`src/rtl/core/krit_pkg.sv`:
```
// Shared types and constants for the keyed recent id table.
// Holds the field widths, operation and status codes, and the command and
// status structs between controller and datapath. No dependencies.
`timescale 1ns / 1ps

package krit_pkg;

    localparam int MODE_W   = 2;
    localparam int KEY_W    = 32;
    localparam int ID_W     = 16;
    localparam int STATUS_W = 2;
    localparam int POS_W    = 3;
    localparam int FILL_W   = 4;

    typedef enum logic [MODE_W-1:0] {
        MODE_ADD  = 2'd0,
        MODE_FIND = 2'd1,
        MODE_DEL  = 2'd2
    } t_mode;

    localparam logic [STATUS_W-1:0] ST_OK        = 2'd0;
    localparam logic [STATUS_W-1:0] ST_NOT_FOUND = 2'd1;
    localparam logic [STATUS_W-1:0] ST_FULL      = 2'd2;

    // Kind of result word loaded into the output register
    typedef enum logic [2:0] {
        EMIT_FULL   = 3'd0,
        EMIT_MISS   = 3'd1,
        EMIT_OKZERO = 3'd2,
        EMIT_ADD    = 3'd3,
        EMIT_FIND   = 3'd4
    } t_emit;

    typedef struct packed {
        logic  load;    // capture input word, restart the slot scan
        logic  scan;    // step the slot scan
        logic  claim;   // take the lowest free slot for the key
        logic  del;     // free the matched slot
        logic  hclr;    // history counter to zero
        logic  hset1;   // history counter to one
        logic  shift;   // step the history shift
        logic  hrd;     // read history entry at the counter
        logic  hinc;    // advance history counter
        logic  put;     // write the new id, update fill
        logic  emit;    // load the output register
        t_emit kind;
    } t_cmd;

    typedef struct packed {
        logic              scan_last;
        logic              hit;
        logic              free;
        logic [MODE_W-1:0] mode;
        logic              fill_full;
        logic              fill_zero;
        logic              shift_done;
        logic              out_free;
        logic              find_last;
        logic              one_deep;
    } t_stat;

endpackage

```
`src/rtl/core/krit_dpath.sv`:
```
// Datapath of the keyed recent id table: slot valid flags, key, fill and
// history memories, scan and history counters, and the output register.
// Depends on krit_pkg; driven by krit_ctrl through krit_pkg::t_cmd.
`timescale 1ns / 1ps

module krit_dpath #(
    parameter int ENTRIES = 16,
    parameter int DEPTH   = 8
) (
    input  logic                               i_clk,
    input  logic                               i_rst_n,
    input  krit_pkg::t_cmd                     i_cmd,
    output krit_pkg::t_stat                    o_stat,
    input  logic [krit_pkg::MODE_W-1:0]        i_mode,
    input  logic signed [krit_pkg::KEY_W-1:0]  i_key,
    input  logic [krit_pkg::ID_W-1:0]          i_request_id,
    input  logic                               i_out_ready,
    output logic                               o_out_valid,
    output logic [krit_pkg::STATUS_W-1:0]      o_status,
    output logic [krit_pkg::ID_W-1:0]          o_stored_id,
    output logic [krit_pkg::POS_W-1:0]         o_position,
    output logic [krit_pkg::FILL_W-1:0]        o_fill,
    output logic                               o_last
);

    localparam int IW = (ENTRIES > 1) ? $clog2(ENTRIES) : 1;
    localparam int CW = $clog2(ENTRIES + 1);
    localparam int FW = $clog2(DEPTH + 1);
    localparam int HN = ENTRIES * DEPTH;
    localparam int HW = (HN > 1) ? $clog2(HN) : 1;

    logic signed [krit_pkg::KEY_W-1:0] mem_key  [ENTRIES];
    logic [FW-1:0]                     mem_fill [ENTRIES];
    logic [krit_pkg::ID_W-1:0]         mem_hist [HN];

    logic [krit_pkg::MODE_W-1:0]       r_mode;
    logic signed [krit_pkg::KEY_W-1:0] r_key;
    logic [krit_pkg::ID_W-1:0]         r_id;
    logic [ENTRIES-1:0]                r_valid;
    logic [CW-1:0]                     r_scan_cnt;
    logic                              r_cmp_vld;
    logic [IW-1:0]                     r_cmp_idx;
    logic signed [krit_pkg::KEY_W-1:0] r_key_q;
    logic [FW-1:0]                     r_fill_q;
    logic                              r_vld_q;
    logic                              r_hit;
    logic [IW-1:0]                     r_slot;
    logic                              r_free;
    logic [IW-1:0]                     r_free_slot;
    logic [FW-1:0]                     r_fill;
    logic [FW-1:0]                     r_hcnt;
    logic                              r_hrd_vld;
    logic [FW-1:0]                     r_hrd_idx;
    logic [krit_pkg::ID_W-1:0]         r_hist_q;
    logic                              r_out_valid;
    logic [krit_pkg::STATUS_W-1:0]     r_status;
    logic [krit_pkg::ID_W-1:0]         r_stored_id;
    logic [krit_pkg::POS_W-1:0]        r_position;
    logic [krit_pkg::FILL_W-1:0]       r_out_fill;
    logic                              r_last;

    logic                      scan_issue;
    logic [IW-1:0]             scan_idx;
    logic                      match;
    logic                      free_seen;
    logic                      fill_full;
    logic [FW-1:0]             fill_put;
    logic                      shift_issue;
    logic [HW-1:0]             base;
    logic [HW-1:0]             hist_raddr;
    logic [HW-1:0]             hist_waddr;
    logic [krit_pkg::ID_W-1:0] hist_wdata;
    logic                      hist_we;
    logic                      hist_re;
    logic                      find_last;

    assign scan_issue  = i_cmd.scan && (r_scan_cnt < CW'(ENTRIES));
    assign scan_idx    = r_scan_cnt[IW-1:0];
    assign match       = r_cmp_vld && r_vld_q && (r_key_q == r_key);
    assign free_seen   = r_cmp_vld && !r_vld_q;
    assign fill_full   = (r_fill == FW'(DEPTH));
    assign fill_put    = fill_full ? r_fill : r_fill + FW'(1);
    assign shift_issue = i_cmd.shift && (r_hcnt < FW'(DEPTH));
    assign base        = HW'(r_slot * DEPTH);
    assign hist_raddr  = base + HW'(r_hcnt);
    assign hist_re     = i_cmd.hrd || shift_issue;
    assign hist_we     = i_cmd.put || r_hrd_vld;
    assign find_last   = ((FW + 1)'(r_hcnt) + (FW + 1)'(1)) == (FW + 1)'(r_fill);

    always_comb begin
        if (r_hrd_vld) begin
            hist_waddr = base + HW'(r_hrd_idx) - HW'(1);
            hist_wdata = r_hist_q;
        end else begin
            hist_waddr = base + (fill_full ? HW'(DEPTH - 1) : HW'(r_fill));
            hist_wdata = r_id;
        end
    end

    always_comb begin
        o_stat.scan_last  = r_cmp_vld && (r_cmp_idx == IW'(ENTRIES - 1));
        o_stat.hit        = r_hit;
        o_stat.free       = r_free;
        o_stat.mode       = r_mode;
        o_stat.fill_full  = fill_full;
        o_stat.fill_zero  = (r_fill == '0);
        o_stat.shift_done = r_hrd_vld && (r_hrd_idx == FW'(DEPTH - 1));
        o_stat.out_free   = !r_out_valid || i_out_ready;
        o_stat.find_last  = find_last;
        o_stat.one_deep   = (DEPTH == 1);
    end

    // Control state
    always_ff @(posedge i_clk) begin
        if (!i_rst_n) begin
            r_valid     <= '0;
            r_scan_cnt  <= '0;
            r_cmp_vld   <= 1'b0;
            r_hit       <= 1'b0;
            r_free      <= 1'b0;
            r_hcnt      <= '0;
            r_hrd_vld   <= 1'b0;
            r_out_valid <= 1'b0;
        end else begin
            if (i_cmd.load) begin
                r_scan_cnt <= '0;
                r_hit      <= 1'b0;
                r_free     <= 1'b0;
            end else begin
                if (scan_issue) begin
                    r_scan_cnt <= r_scan_cnt + CW'(1);
                end
                if (match) begin
                    r_hit <= 1'b1;
                end
                if (free_seen) begin
                    r_free <= 1'b1;
                end
            end
            r_cmp_vld <= scan_issue;
            if (i_cmd.claim) begin
                r_valid[r_free_slot] <= 1'b1;
            end
            if (i_cmd.del) begin
                r_valid[r_slot] <= 1'b0;
            end
            if (i_cmd.hclr) begin
                r_hcnt <= '0;
            end else if (i_cmd.hset1) begin
                r_hcnt <= FW'(1);
            end else if (shift_issue || i_cmd.hinc) begin
                r_hcnt <= r_hcnt + FW'(1);
            end
            r_hrd_vld <= shift_issue;
            if (i_cmd.emit) begin
                r_out_valid <= 1'b1;
            end else if (i_out_ready) begin
                r_out_valid <= 1'b0;
            end
        end
    end

    // Payload registers
    always_ff @(posedge i_clk) begin
        if (i_cmd.load) begin
            r_mode <= i_mode;
            r_key  <= i_key;
            r_id   <= i_request_id;
        end
        if (scan_issue) begin
            r_cmp_idx <= scan_idx;
            r_vld_q   <= r_valid[scan_idx];
        end
        if (match && !r_hit) begin
            r_slot <= r_cmp_idx;
            r_fill <= r_fill_q;
        end
        if (free_seen && !r_free) begin
            r_free_slot <= r_cmp_idx;
        end
        if (i_cmd.claim) begin
            r_slot <= r_free_slot;
            r_fill <= '0;
        end
        if (i_cmd.put) begin
            r_fill <= fill_put;
        end
        if (shift_issue) begin
            r_hrd_idx <= r_hcnt;
        end
    end

    // Key and fill memories: one read port for the scan, one write port
    always_ff @(posedge i_clk) begin
        if (scan_issue) begin
            r_key_q  <= mem_key[scan_idx];
            r_fill_q <= mem_fill[scan_idx];
        end
        if (i_cmd.claim) begin
            mem_key[r_free_slot] <= r_key;
        end
        if (i_cmd.put) begin
            mem_fill[r_slot] <= fill_put;
        end
    end

    // History memory
    always_ff @(posedge i_clk) begin
        if (hist_we) begin
            mem_hist[hist_waddr] <= hist_wdata;
        end
        if (hist_re) begin
            r_hist_q <= mem_hist[hist_raddr];
        end
    end

    // Output register
    always_ff @(posedge i_clk) begin
        if (i_cmd.emit) begin
            r_stored_id <= '0;
            r_position  <= '0;
            r_out_fill  <= '0;
            r_last      <= 1'b1;
            case (i_cmd.kind)
                krit_pkg::EMIT_FULL: begin
                    r_status <= krit_pkg::ST_FULL;
                end
                krit_pkg::EMIT_MISS: begin
                    r_status <= krit_pkg::ST_NOT_FOUND;
                end
                krit_pkg::EMIT_ADD: begin
                    r_status   <= krit_pkg::ST_OK;
                    r_out_fill <= krit_pkg::FILL_W'(r_fill);
                end
                krit_pkg::EMIT_FIND: begin
                    r_status    <= krit_pkg::ST_OK;
                    r_stored_id <= r_hist_q;
                    r_position  <= krit_pkg::POS_W'(r_hcnt);
                    r_out_fill  <= krit_pkg::FILL_W'(r_fill);
                    r_last      <= find_last;
                end
                default: begin
                    r_status <= krit_pkg::ST_OK;
                end
            endcase
        end
    end

    assign o_out_valid = r_out_valid;
    assign o_status    = r_status;
    assign o_stored_id = r_stored_id;
    assign o_position  = r_position;
    assign o_fill      = r_out_fill;
    assign o_last      = r_last;

endmodule

```
`src/rtl/core/krit_ctrl.sv`:
```
// Controller of the keyed recent id table: sequences scan, add, shift,
// find and delete steps. Depends on krit_pkg; drives krit_dpath.
`timescale 1ns / 1ps

module krit_ctrl (
    input  logic            i_clk,
    input  logic            i_rst_n,
    input  logic            i_in_valid,
    output logic            o_in_ready,
    input  krit_pkg::t_stat i_stat,
    output krit_pkg::t_cmd  o_cmd
);

    typedef enum logic [8:0] {
        S_IDLE   = 9'b000000001,
        S_SCAN   = 9'b000000010,
        S_DECIDE = 9'b000000100,
        S_ADD    = 9'b000001000,
        S_SHIFT  = 9'b000010000,
        S_PUT    = 9'b000100000,
        S_RESP   = 9'b001000000,
        S_FRD    = 9'b010000000,
        S_FEMIT  = 9'b100000000
    } t_state;

    t_state r_state;
    t_state n_state;

    assign o_in_ready = (r_state == S_IDLE);

    always_comb begin
        n_state    = r_state;
        o_cmd      = '0;
        o_cmd.kind = krit_pkg::EMIT_OKZERO;
        case (r_state)
            S_IDLE: begin
                if (i_in_valid) begin
                    o_cmd.load = 1'b1;
                    n_state    = S_SCAN;
                end
            end
            S_SCAN: begin
                o_cmd.scan = 1'b1;
                if (i_stat.scan_last) begin
                    n_state = S_DECIDE;
                end
            end
            S_DECIDE: begin
                case (i_stat.mode)
                    krit_pkg::MODE_ADD: begin
                        if (i_stat.hit) begin
                            n_state = S_ADD;
                        end else if (i_stat.free) begin
                            o_cmd.claim = 1'b1;
                            n_state     = S_ADD;
                        end else if (i_stat.out_free) begin
                            o_cmd.emit = 1'b1;
                            o_cmd.kind = krit_pkg::EMIT_FULL;
                            n_state    = S_IDLE;
                        end
                    end
                    krit_pkg::MODE_FIND: begin
                        if (i_stat.hit && !i_stat.fill_zero) begin
                            o_cmd.hclr = 1'b1;
                            n_state    = S_FRD;
                        end else if (i_stat.out_free) begin
                            o_cmd.emit = 1'b1;
                            o_cmd.kind = i_stat.hit ? krit_pkg::EMIT_OKZERO
                                                    : krit_pkg::EMIT_MISS;
                            n_state    = S_IDLE;
                        end
                    end
                    krit_pkg::MODE_DEL: begin
                        if (i_stat.out_free) begin
                            o_cmd.del  = i_stat.hit;
                            o_cmd.emit = 1'b1;
                            o_cmd.kind = i_stat.hit ? krit_pkg::EMIT_OKZERO
                                                    : krit_pkg::EMIT_MISS;
                            n_state    = S_IDLE;
                        end
                    end
                    default: begin
                        n_state = S_IDLE;
                    end
                endcase
            end
            S_ADD: begin
                if (i_stat.fill_full && !i_stat.one_deep) begin
                    o_cmd.hset1 = 1'b1;
                    n_state     = S_SHIFT;
                end else begin
                    o_cmd.put = 1'b1;
                    n_state   = S_RESP;
                end
            end
            S_SHIFT: begin
                o_cmd.shift = 1'b1;
                if (i_stat.shift_done) begin
                    n_state = S_PUT;
                end
            end
            S_PUT: begin
                o_cmd.put = 1'b1;
                n_state   = S_RESP;
            end
            S_RESP: begin
                if (i_stat.out_free) begin
                    o_cmd.emit = 1'b1;
                    o_cmd.kind = krit_pkg::EMIT_ADD;
                    n_state    = S_IDLE;
                end
            end
            S_FRD: begin
                o_cmd.hrd = 1'b1;
                n_state   = S_FEMIT;
            end
            S_FEMIT: begin
                if (i_stat.out_free) begin
                    o_cmd.emit = 1'b1;
                    o_cmd.kind = krit_pkg::EMIT_FIND;
                    if (i_stat.find_last) begin
                        n_state = S_IDLE;
                    end else begin
                        o_cmd.hinc = 1'b1;
                        n_state    = S_FRD;
                    end
                end
            end
            default: begin
                n_state = S_IDLE;
            end
        endcase
    end

    always_ff @(posedge i_clk) begin
        if (!i_rst_n) begin
            r_state <= S_IDLE;
        end else begin
            r_state <= n_state;
        end
    end

endmodule

```
`src/rtl/core/keyed_recent_id_table.sv`:
```
// Top level of the keyed recent id table: stream ports, controller and
// datapath. Depends on krit_pkg, krit_ctrl and krit_dpath.
`timescale 1ns / 1ps

// A table of ENTRIES slots, each holding a 32-bit key and the DEPTH most
// recent 16-bit request ids added under it. Each input word carries an
// operation in tuser: add appends the id to the key's slot (claiming the
// lowest free slot and starting an empty history if the key is new, or
// dropping the oldest id once the history is full), find returns the held
// ids oldest first with tlast on the newest, and delete frees the slot.
// A key matches the lowest valid slot with equal bits. Add with no free
// slot returns status table full and stores nothing; find or delete of an
// absent key returns status not found; operation code 3 is consumed with
// no result. Add, delete, a miss or an empty find return exactly one word with tlast set.
// Order of work, with the output side ready: each word first scans the key
// memory one slot per cycle; an add into a full history then moves one id
// per cycle through the history memory before the new id is written, and a
// find hit does one history read and one output load per id returned.
// Results go through a one-word output register, so a new input word is
// taken while the final result still waits for the downstream side.
// No clearing pass is needed after reset: slot valid flags reset at once.
module keyed_recent_id_table #(
    parameter int ENTRIES = 16,
    parameter int DEPTH   = 8
) (
    input  logic        i_clk,
    input  logic        i_rst_n,
    input  logic        i_s_axis_tvalid,
    output logic        o_s_axis_tready,
    input  logic [47:0] i_s_axis_tdata,   // [31:0] key, [47:32] request_id
    input  logic [1:0]  i_s_axis_tuser,   // [1:0] mode
    output logic        o_m_axis_tvalid,
    input  logic        i_m_axis_tready,
    output logic [23:0] o_m_axis_tdata,   // [15:0] stored_id, [18:16] position,
                                          // [22:19] fill, [23] zero
    output logic [1:0]  o_m_axis_tuser,   // [1:0] status
    output logic        o_m_axis_tlast    // last
);

    krit_pkg::t_cmd  cmd;
    krit_pkg::t_stat stat;

    logic [krit_pkg::MODE_W-1:0]       in_mode;
    logic signed [krit_pkg::KEY_W-1:0] in_key;
    logic [krit_pkg::ID_W-1:0]         in_request_id;
    logic [krit_pkg::STATUS_W-1:0]     out_status;
    logic [krit_pkg::ID_W-1:0]         out_stored_id;
    logic [krit_pkg::POS_W-1:0]        out_position;
    logic [krit_pkg::FILL_W-1:0]       out_fill;

    // Unpack the input word
    assign in_mode       = i_s_axis_tuser;
    assign in_key        = signed'(i_s_axis_tdata[31:0]);
    assign in_request_id = i_s_axis_tdata[47:32];

    krit_ctrl u_ctrl (
        .i_clk      (i_clk),
        .i_rst_n    (i_rst_n),
        .i_in_valid (i_s_axis_tvalid),
        .o_in_ready (o_s_axis_tready),
        .i_stat     (stat),
        .o_cmd      (cmd)
    );

    krit_dpath #(
        .ENTRIES (ENTRIES),
        .DEPTH   (DEPTH)
    ) u_dpath (
        .i_clk        (i_clk),
        .i_rst_n      (i_rst_n),
        .i_cmd        (cmd),
        .o_stat       (stat),
        .i_mode       (in_mode),
        .i_key        (in_key),
        .i_request_id (in_request_id),
        .i_out_ready  (i_m_axis_tready),
        .o_out_valid  (o_m_axis_tvalid),
        .o_status     (out_status),
        .o_stored_id  (out_stored_id),
        .o_position   (out_position),
        .o_fill       (out_fill),
        .o_last       (o_m_axis_tlast)
    );

    // Pack the result word, pad to a whole byte
    assign o_m_axis_tdata = {1'b0, out_fill, out_position, out_stored_id};
    assign o_m_axis_tuser = out_status;

    // A result is loaded only when the output register can take it
    a_emit_room: assert property (@(posedge i_clk) disable iff (!i_rst_n)
        cmd.emit |-> stat.out_free)
        else $error("result loaded while output register is occupied");

    // An accepted word always starts a slot scan on the next cycle
    a_accept_scan: assert property (@(posedge i_clk) disable iff (!i_rst_n)
        (i_s_axis_tvalid && o_s_axis_tready) |=> cmd.scan)
        else $error("accepted word did not start a scan");

    // A slot is claimed only for a new key with a free slot found
    a_claim_ok: assert property (@(posedge i_clk) disable iff (!i_rst_n)
        cmd.claim |-> (!stat.hit && stat.free))
        else $error("slot claimed for a present key or a full table");

    // History ids are returned only for a key that was found
    a_find_hit: assert property (@(posedge i_clk) disable iff (!i_rst_n)
        (cmd.emit && (cmd.kind == krit_pkg::EMIT_FIND)) |-> stat.hit)
        else $error("history id returned for an absent key");

endmodule

```
`config.mk`:
```
export PLATFORM = sky130hd
export DESIGN_NAME = keyed_recent_id_table
export DESIGN_NICKNAME = d
export VERILOG_FILES = /design/src/rtl/core/krit_pkg.sv /design/src/rtl/core/krit_dpath.sv /design/src/rtl/core/krit_ctrl.sv /design/src/rtl/core/keyed_recent_id_table.sv
export SDC_FILE = /design/constraint.sdc
export NUM_CORES = 2
export LEC_CHECK = 0
export BUFFER_PORTS_ARGS = -buffer_cell sky130_fd_sc_hd__clkbuf_2
export CORE_MARGIN = 1.5
export CORE_UTILIZATION = 40
export CTS_BUF_LIST = sky130_fd_sc_hd__clkbuf_16
export DETAILED_ROUTE_END_ITERATION = 16
export SLEW_MARGIN = 20
export SYNTH_ARGS = -nofsm -noshare
export SYNTH_HDL_FRONTEND = slang
export SYNTH_SLANG_ARGS = --single-unit
```
`constraint.sdc`:
```
create_clock -name i_clk -period 7.8 [get_ports i_clk]
set_clock_uncertainty 0.1 [all_clocks]
set_input_delay 0.78 -clock i_clk [delete_from_list [all_inputs] [get_ports i_clk]]
set_output_delay 0.78 -clock i_clk [all_outputs]
set_load 0.05 [all_outputs]
```
==> run metrics <==
number of synthesized flops with an enable pin 2,773; DRC viols 0; pins over their slew limit 0; Tightest Pin Transition 1.182 ns; CTS buffer count 304; Critical Path RT 8.27 ns; met3 Track Usage GR 0.03254; synth warn 0; # setup viols final 0; GRT overflow 0; Global Route met2 Usage 0.2960; Placer Congestion 0.8403; f_max 214.4 MHz; synth unique cells 73; initial antenna violation count 13; worst setup path class reg -> reg; placed insts 8,180; GRT Max-Usage Layer met2; Pint 25.46 mW; WL per Instance 29.33 um; Area Growth Syn to Fin 14.46%; Hold WC Path Type in -> reg; pwr/cell area 262.2 mW/mm2; flop-to-flop setup slack 3.14 ns; switching power total 7.031 mW; I/O Pins 83; Clock Pin Slew Worst Setup and Hold Paths 0.06 ns; ys async rst share 0; Period Utilization, post-route 0.5978; Std-Cell Rows 190; clock buffer depth 4; Main synth FF type edfxtp_1; Synth Net Count 4,658; Clock Sinks 2,812; Die Area 0.2738 mm2; drt first pass iters 6; max cap viols 0; starting DRC count in detailed routing 5,570; sequential area share after synthesis 0.7763; Post-Layout Cell Count 8,747; CP Data Arrival Time 5.14 ns; global-route wire length before repair 368,500 um; CTS tree yes; Gate Count Post-Synth 4,581; status completed; H-tree levels 5; average size of a mapped cell 23.63 um2; CP startpoint kind register; final hold vios 0; Root Buffer clkbuf_16; GR Layer Usage met1 0.2675; share of layout cells above drive strength 1 0.3245; DRT Wirelength 256,600 um; Power Total 32.49 mW; vias per cell 5.679; vias in the first global route 50,440; initial core utilization 0.4030; core area 0.2686 mm2; Port Buffers 81; die height 523.3 um; Crit Path Max Fanout 16; nets 5,061; post-route ant nets 0; total track usage 0.1872; mapped cell area 0.1083 mm2; final worst path period need 4.663 ns; Gates resized, CTS repair 0; LEAKAGE 37.37 nW; Yosys reg bits 2,812; routed vias 49,670; Die Width 523.3 um; largest net degree at the start of global routing 111; post-DP HPWL 149,300 um; Seq pwr share 0.548; Slew HR 0.2100; clock share of power 0.407; fill count 21,970; CP endpoint kind register; clock latency on the worst-skew pair 0.97 ns; Peak VDD IR 0.2865 mV; RSZ-0062 raised after global routing false; switching share of power 0.2164; logic gate share of total power 0.045; TNS Setup 0 ns
## final timing paths
kind                        start                       end  depth (start not counted)
min reg2reg  u_dpath.r_cmp_idx[3]    u_dpath.r_free_slot[3]                          0
max reg2reg     u_dpath.r_slot[0]  u_dpath.mem_hist[118][0]                         12
max             u_dpath.r_slot[0]  u_dpath.mem_hist[118][0]                         12
min             i_s_axis_tdata[6]          u_dpath.r_key[6]                          1
## layer usage
layer  vias up  wire length, um
met5         -               13
met4         2             6897
met3       339            18010
met2      1900           123100
met1     27000           108600
li1      20430                -
## area by class of cell
class	count	area, um2	share of cell area
flip-flops and latches	2812	84080	0.6785
multi-input cells	1512	23670	0.1910
clock buffers	309	7732	0.06240
well taps	3552	4444	0.03587
repair buffers	325	2550	0.02058
clock inverters	203	1319	0.01064
inverters	29	108.9	0.0008784
diodes	5	12.51	0.0001010
## through the flow
step / util / cell area, um2 / hold slack, ns / setup WS [ns]
2_1_floorplan: - / 108300 / 0.3064 / 2.767
3_3_place_gp: 0.4256 / 114300 / 0.3627 / 3.347
3_5_place_dp: 0.4256 / 114300 / 0.3672 / 3.225
4_1_cts: 0.4611 / 123900 / 0.04364 / 3.189
5_1_grt: 0.4613 / 123900 / 0.05453 / 2.940
6_report: 0.4613 / 123900 / 0.1034 / 3.137
## cells by family after synthesis
kind of cell	synth area share
and+or+nand+nor	0.01780
muxes	0.1803
xor gates and xnor gates	0.004207
DFF	0.7763
adders and majority gates	0.002727
other	0.00003464
AOI/OAI and AO/OA	0.008448
buffers and inverters	0.01017
## power by group through the flow
stage	Combinational [mW]	Sequential (mW)	Clock, mW
6_report	1.47	17.8	13.2
3_5_place_dp	1.49	18.1	0
2_1_floorplan	0.712	18.0	0
4_1_cts	1.51	17.8	13.5
5_1_grt	1.58	17.8	14.0
3_3_place_gp	1.42	18.1	0
## cells in the mapped netlist (17+ instances only)
master,n,area (um2)
edfxtp_1,2773,83270
mux4_2,825,18580
nor2_1,141,529.3
clkbuf_1,130,488.0
mux2_2,77,867.1
nor3_1,74,370.4
nand2_1,65,244.0
buf_2,52,260.3
xnor2_1,41,359.1
dfxtp_1,39,780.8
buf_1,35,131.4
o22ai_1,31,193.9
inv_1,28,105.1
a21oi_1,24,120.1
and2_1,23,143.9
nand3_1,23,115.1
ha_1,22,275.3
o221a_2,17,191.4
## layout by cell type (no fill, tap or decap), drive strengths merged, types with 5 or more instances in the layout
master	synthesis	layout
o22ai	31	31
clkinv	1	110
mux2i	7	7
nor4	8	8
mux4	825	825
edfxtp	2773	2773
mux2	77	77
nand2b	14	14
inv	28	103
clkbuf	130	390
a21o	7	7
or2	6	6
nand2	65	65
nor2	141	141
nand4	13	13
a21oi	24	24
ha	22	22
dlygate4sd3	0	49
nor3	75	75
xnor2	41	41
nor2b	7	7
dfxtp	39	39
o221a	17	17
and2	23	23
bufinv	0	15
diode	0	5
xor2	11	11
buf	98	195
o21ai	13	13
nand3	23	23
## critical path: stages, from the launching register on
cell and delay, ns:
edfxtp_1 0.47, inv_1 0.11, ha_1 0.30, inv_1 0.06
ha_1 0.33, a21oi_1 0.30, a2111oi_0 0.15, a311oi_1 0.83
a32oi_2 0.21, buf_4 0.29, nand2b_1 0.59, nor2_1 0.26
buf_4 0.29
## state kept, by name, indices dropped and copies added (netlist names), 9 cells and up
name / flops
u_dpath.r_hist_q: 16
u_dpath.r_id: 16
u_dpath.mem_fill: 64
u_dpath.mem_key: 512
u_dpath.o_stored_id: 16
u_dpath.r_key: 32
u_dpath.r_key_q: 32
u_dpath.mem_hist: 2048
u_ctrl.r_state: 9
u_dpath.r_valid: 16
## what timing repair did
action	4_1_cts	5_1_grt
hold buffers	49	0
setup buffers	0	0
endpoints found under the hold margin	49	0
setup endpoints to repair	0	0
(Power assumes the default switching activity.)
